**src/rtl/sparse_matrix_entry_store_top_macros.svh**
```systemverilog
// Assertion macros for the sparse matrix entry store.
// Used by sparse_matrix_entry_store_top; depends on nothing else.
`ifndef SPARSE_MATRIX_ENTRY_STORE_TOP_MACROS_SVH
`define SPARSE_MATRIX_ENTRY_STORE_TOP_MACROS_SVH

// Same-cycle implication, reset masked.
`define SMES_ASSERT_NOW(label, clk, rst_n, ante, cons) \
    label: assert property (@(posedge clk) disable iff (!rst_n) (ante) |-> (cons)) \
        else $error("smes assertion failed");

// Next-cycle implication, reset masked.
`define SMES_ASSERT_NEXT(label, clk, rst_n, ante, cons) \
    label: assert property (@(posedge clk) disable iff (!rst_n) (ante) |=> (cons)) \
        else $error("smes assertion failed");

`endif

```
**src/rtl/smes_pkg.sv**
```systemverilog
// Shared types and codes for the sparse matrix entry store.
// Used by smes_cell, sparse_matrix_entry_store_top and the bench; no dependencies.
package smes_pkg;

    localparam logic FUNC_READ  = 1'b0;
    localparam logic FUNC_WRITE = 1'b1;

    localparam logic [1:0] STATUS_OK    = 2'd0;
    localparam logic [1:0] STATUS_EMPTY = 2'd1;
    localparam logic [1:0] STATUS_FULL  = 2'd2;

    typedef struct packed {
        logic        func;
        logic [15:0] row_index;
        logic [15:0] col_index;
        logic [31:0] write_value;
    } smes_in_t;

    typedef struct packed {
        logic [31:0] read_value;
        logic [1:0]  status;
    } smes_out_t;

    typedef enum logic [1:0] {
        OP_NONE,
        OP_UPDATE,
        OP_INSERT,
        OP_DELETE
    } cell_op_t;

    typedef enum logic {
        ST_IDLE,
        ST_APPLY
    } state_t;

    // Broadcast to every cell of the chain.
    typedef struct packed {
        logic     cmp_en;
        logic     apply_en;
        cell_op_t op;
    } cell_ctrl_t;

endpackage

```
**src/rtl/smes_cell.sv**
```systemverilog
// One slot of the ordered entry chain: holds a (row, col, value) triple.
// Depends on smes_pkg.
module smes_cell import smes_pkg::*; #(
    parameter int INDEX_BITS = 16
) (
    input  logic                  aclk,
    input  logic                  aresetn,
    input  cell_ctrl_t            ctrl,
    input  logic [INDEX_BITS-1:0] key_row,
    input  logic [INDEX_BITS-1:0] key_col,
    input  logic [31:0]           new_value,
    input  logic                  left_valid,
    input  logic [INDEX_BITS-1:0] left_row,
    input  logic [INDEX_BITS-1:0] left_col,
    input  logic [31:0]           left_value,
    input  logic                  left_lt,
    input  logic                  right_valid,
    input  logic [INDEX_BITS-1:0] right_row,
    input  logic [INDEX_BITS-1:0] right_col,
    input  logic [31:0]           right_value,
    output logic                  valid_o,
    output logic [INDEX_BITS-1:0] row_o,
    output logic [INDEX_BITS-1:0] col_o,
    output logic [31:0]           value_o,
    output logic                  lt_o,
    output logic                  eq_o
);

    logic                  valid_reg, valid_next;
    logic [INDEX_BITS-1:0] row_reg, row_next;
    logic [INDEX_BITS-1:0] col_reg, col_next;
    logic [31:0]           value_reg, value_next;
    logic                  lt_reg, lt_next;
    logic                  eq_reg, eq_next;
    logic                  at_slot;

    // Row-major key compare, unsigned.
    always_comb begin
        lt_next = lt_reg;
        eq_next = eq_reg;
        if (ctrl.cmp_en) begin
            lt_next = valid_reg && ({row_reg, col_reg} < {key_row, key_col});
            eq_next = valid_reg && ({row_reg, col_reg} == {key_row, key_col});
        end
    end

    // This cell is the first one not below the key.
    assign at_slot = !lt_reg && left_lt;

    always_comb begin
        valid_next = valid_reg;
        row_next   = row_reg;
        col_next   = col_reg;
        value_next = value_reg;
        if (ctrl.apply_en) begin
            unique case (ctrl.op)
                OP_UPDATE: begin
                    if (eq_reg) begin
                        value_next = new_value;
                    end
                end
                OP_INSERT: begin
                    if (at_slot) begin
                        valid_next = 1'b1;
                        row_next   = key_row;
                        col_next   = key_col;
                        value_next = new_value;
                    end else if (!lt_reg) begin
                        valid_next = left_valid;
                        row_next   = left_row;
                        col_next   = left_col;
                        value_next = left_value;
                    end
                end
                OP_DELETE: begin
                    if (!lt_reg) begin
                        valid_next = right_valid;
                        row_next   = right_row;
                        col_next   = right_col;
                        value_next = right_value;
                    end
                end
                default: begin
                end
            endcase
        end
    end

    always_ff @(posedge aclk) begin
        if (!aresetn) begin
            valid_reg <= 1'b0;
            lt_reg    <= 1'b0;
            eq_reg    <= 1'b0;
        end else begin
            valid_reg <= valid_next;
            lt_reg    <= lt_next;
            eq_reg    <= eq_next;
        end
    end

    always_ff @(posedge aclk) begin
        row_reg   <= row_next;
        col_reg   <= col_next;
        value_reg <= value_next;
    end

    assign valid_o = valid_reg;
    assign row_o   = row_reg;
    assign col_o   = col_reg;
    assign value_o = value_reg;
    assign lt_o    = lt_reg;
    assign eq_o    = eq_reg;

endmodule

```
**config.mk**
```make
export PLATFORM = sky130hd
export DESIGN_NAME = smes_cell
export DESIGN_NICKNAME = d
export VERILOG_FILES = /design/src/rtl/sparse_matrix_entry_store_top_macros.svh /design/src/rtl/smes_pkg.sv /design/src/rtl/smes_cell.sv
export SDC_FILE = /design/constraint.sdc
export NUM_CORES = 1
export LEC_CHECK = 0
export ABC_AREA = 0
export BUFFER_PORTS_ARGS = -buffer_cell sky130_fd_sc_hd__buf_4
export CORE_AREA = 2 2 103 105
export CTS_CLUSTER_DIAMETER = 60
export CTS_CLUSTER_SIZE = 20
export DETAILED_ROUTE_END_ITERATION = 10
export DIE_AREA = 0 0 105 107
export GPL_ROUTABILITY_DRIVEN = 0
export PLACE_DENSITY = 0.89
export RECOVER_POWER = 100
export SLEW_MARGIN = 20
export SYNTH_ARGS = -nofsm -noshare
export SYNTH_HDL_FRONTEND = slang
export SYNTH_SLANG_ARGS = --single-unit
```
**constraint.sdc**
```tcl
create_clock -name aclk -period 4 [get_ports aclk]
set_clock_uncertainty 0.05 [all_clocks]
set_input_delay 0.2 -clock aclk [delete_from_list [all_inputs] [get_ports aclk]]
set_output_delay 0.2 -clock aclk [all_outputs]
set_load 0.03 [all_outputs]
```
==> impl_metrics.yaml <==
synth:
  ys_seq_area_share_pct: 45.6
  yosys_warnings: 0
  synthDistinctLibCells: 29
  synthesis.nets: 687
  synth.cell_area_mm2: 0.00435
  synth-seq-cells: 67
  syn_inst: 454
  synth_area_per_cell_um2: 9.58
critical_path:
  crit_family: "simple AND/OR/NAND/NOR gates"
  arrival_ns: 2.57
  setup.worst_path.end_class: "flop"
  cp_slowest_cell: "and2_1"
  worstSetupPathType: "in -> reg"
  crit_chain: "buf_4, and2_1, o21ai_0"
  required_ns: 3.95
  crit_path_start_kind: "primary input"
  cp_num_buf_inv: 1
  cp_max_fo: 67
  slowest_delay_ns: 1.49
finish:
  nets: 938
  multiInputGateArea_mm2: 0.00213
  diodes: 0
  syn_to_final_growth_pct: 48.1
  n_fill_cell: 857
  drive_above_1_share_pct: 31.4
  seq_area_mm2: 0.00198
cts:
  insertion_delay_ns: 0.34
  path_clk_slew_ns: 0.08
  cts_made_buffers: 9
  clk_path_buf_depth: 2
  cts_tree: "yes"
  htreeDepth: 3
  cts_hold_buf: 0
  cts_setup_buffers: 0
  cts-resized-gates: 0
  cts.sinks: 67
  clockRootBuffer: "clkbuf_8"
sta:
  rsz0062_at_grt: "false"
  finalCriticalPeriod_ns: 2.62
  maxSlewViolCount: 134
  hold_violations: 0
  fin_crit_sh_pct: 65.4
  slew_headroom_pct: -25.4
  worst_slew_pin_slew_ns: 1.88
  setup_viol: 0
  tns_ns: 0
  fmax_ghz: 0.382
global_routing:
  overflow: 0
  antenna_found_initial: 0
  grt_max_degree: 68
  grt_pass1_wl_mm: 21.0
  grt_pass1_vias: 4353
  grtUsageTotal_pct: 23.7
placed_design:
  place_hpwl_mm: 10.6
  port_buffers: 267
power:
  peakVddDrop_mv: 0.214
  p_total_uw: 2090
  p_per_area_mw_per_mm2: 325
  leakagePower_uw: 0.00287
die:
  core_mm2: 0.0101
  ioPinCount: 268
  initial_core_util_pct: 43.1
  die-area_mm2: 0.0112
  die_h_um: 107
  row_count: 37
  die_w_um: 105
route:
  post_drt_wl_per_cell_um: 16.3
  vias: 4341
  drc_errors: 0
  wl_mm: 13.7
  antenna_left: 0
  vias_per_cell: 5.13
  drt_iter0_drc: 239
  first_pass_iters: 6
worst_hold_path:
  hold_class: "in -> reg"
run_status:
  status: "finished with violations"
  failed_checks: "max-capacitance violations, max-slew violations"
run:
  cap_violations: 3
[cells in the mapped netlist (all sizes together)]
cell,number,area (µm²)
and2,1,6.26
a211o,1,8.76
o221a,1,11.3
nand2b,35,219
nand3b,2,15.0
dfxtp,3,60.1
o21a,1,7.51
clkbuf,16,60.1
o21ai,36,180
nor2,36,135
nor4,1,6.26
inv,34,128
nand4,6,37.5
a2111oi,1,15.0
nor2b,3,18.8
ha,32,400
mux2i,33,330
o31ai,32,240
a21boi,1,7.51
nand2,42,158
a211oi,2,15.0
nand3,5,25.0
a21oi,46,230
a221o,1,10.0
edfxtp,64,1920
a21o,3,22.5
nor3,3,15.0
buf,13,63.8
[path summary, 6_finish.rpt]
kind / start / end / slack, ns / depth (start not counted)
worst min-delay path: aresetn / valid_o / 0.07 / 2
worst max-delay path: ctrl[0] / row_o[12] / 1.38 / 3
worst max register to register: lt_o / valid_o / 1.56 / 4
worst min register to register: eq_o / eq_o / 0.48 / 2
[through the flow]
stage / instance area [µm²] / setup WS [ns] / hold slack (ns) / cells / utilization [%]
floorplan: 4350 / 1.16 / 0.278 / 454 / -
global route: 6440 / 1.01 / 0.0761 / 846 / 63.8
global placement: 6440 / 1.77 / 0.422 / 830 / 63.8
CTS: 6710 / 1.78 / 0.0658 / 846 / 66.4
finish: 6440 / 1.38 / 0.0736 / 846 / 63.8
detailed placement: 6440 / 1.71 / 0.427 / 830 / 63.8
[layout by cell type (no fill, tap or decap), types with 2 or more instances in the layout]
cell / instances
nand2_1: 42
nor2b_1: 2
clkbuf_1: 67
nor3_1: 3
a21o_1: 3
nand4_1: 6
nor2_1: 35
mux2i_1: 33
ha_1: 32
a211oi_1: 2
o21ai_0: 36
inv_1: 34
buf_4: 202
nand3b_1: 2
a21oi_1: 45
dfxtp_1: 3
bufinv_16: 4
nand2b_1: 35
clkinvlp_4: 2
nand3_1: 5
o31ai_1: 32
edfxtp_1: 64
clkbuf_8: 9
[where the power goes]
part           total, µW  switching [µW]  leakage [µW]  internal, µW
logic                493             264       0.00212           228
registers            841            18.9      0.000623           822
clock network        761             284      0.000125           476
total               2090             568       0.00287          1530
[logic make-up (layout without fill, tap and decap cells)]
logic type      Yosys count  after routing  synth area share, %
fa+ha+maj                32             32                 9.21
mux                      33             33                 7.60
simple gates            134            134                 14.6
flops                    67             67                 45.6
buf+inv                  63            319                 5.78
compound gates          125            125                 17.2
[metal layers]
layer / global-route usage [%] / wire [µm] / vias to the layer above
met2: 44.4 / 7190 / 206
met1: 25.6 / 5180 / 1983
met3: 6.81 / 1110 / 20
li1: - / - / 2132
met4: 7.52 / 264 / 0
met5: 0 / 0 / -
[state kept, by name (all words and copies together) (netlist names)]
name / flops
value_o: 32
col_o: 16
row_o: 16
eq_o: 1
lt_o: 1
valid_o: 1
[final cells by class]
type / count / area share, %
multi-input combinational: 324 / 33.0
sequential: 67 / 30.8
timing repair buffer: 269 / 27.5
tap: 136 / 2.64
clock inverter: 7 / 2.18
inverter: 34 / 1.98
clock buffer: 9 / 1.92
No activity file was read; power rests on OpenSTA's default activity.
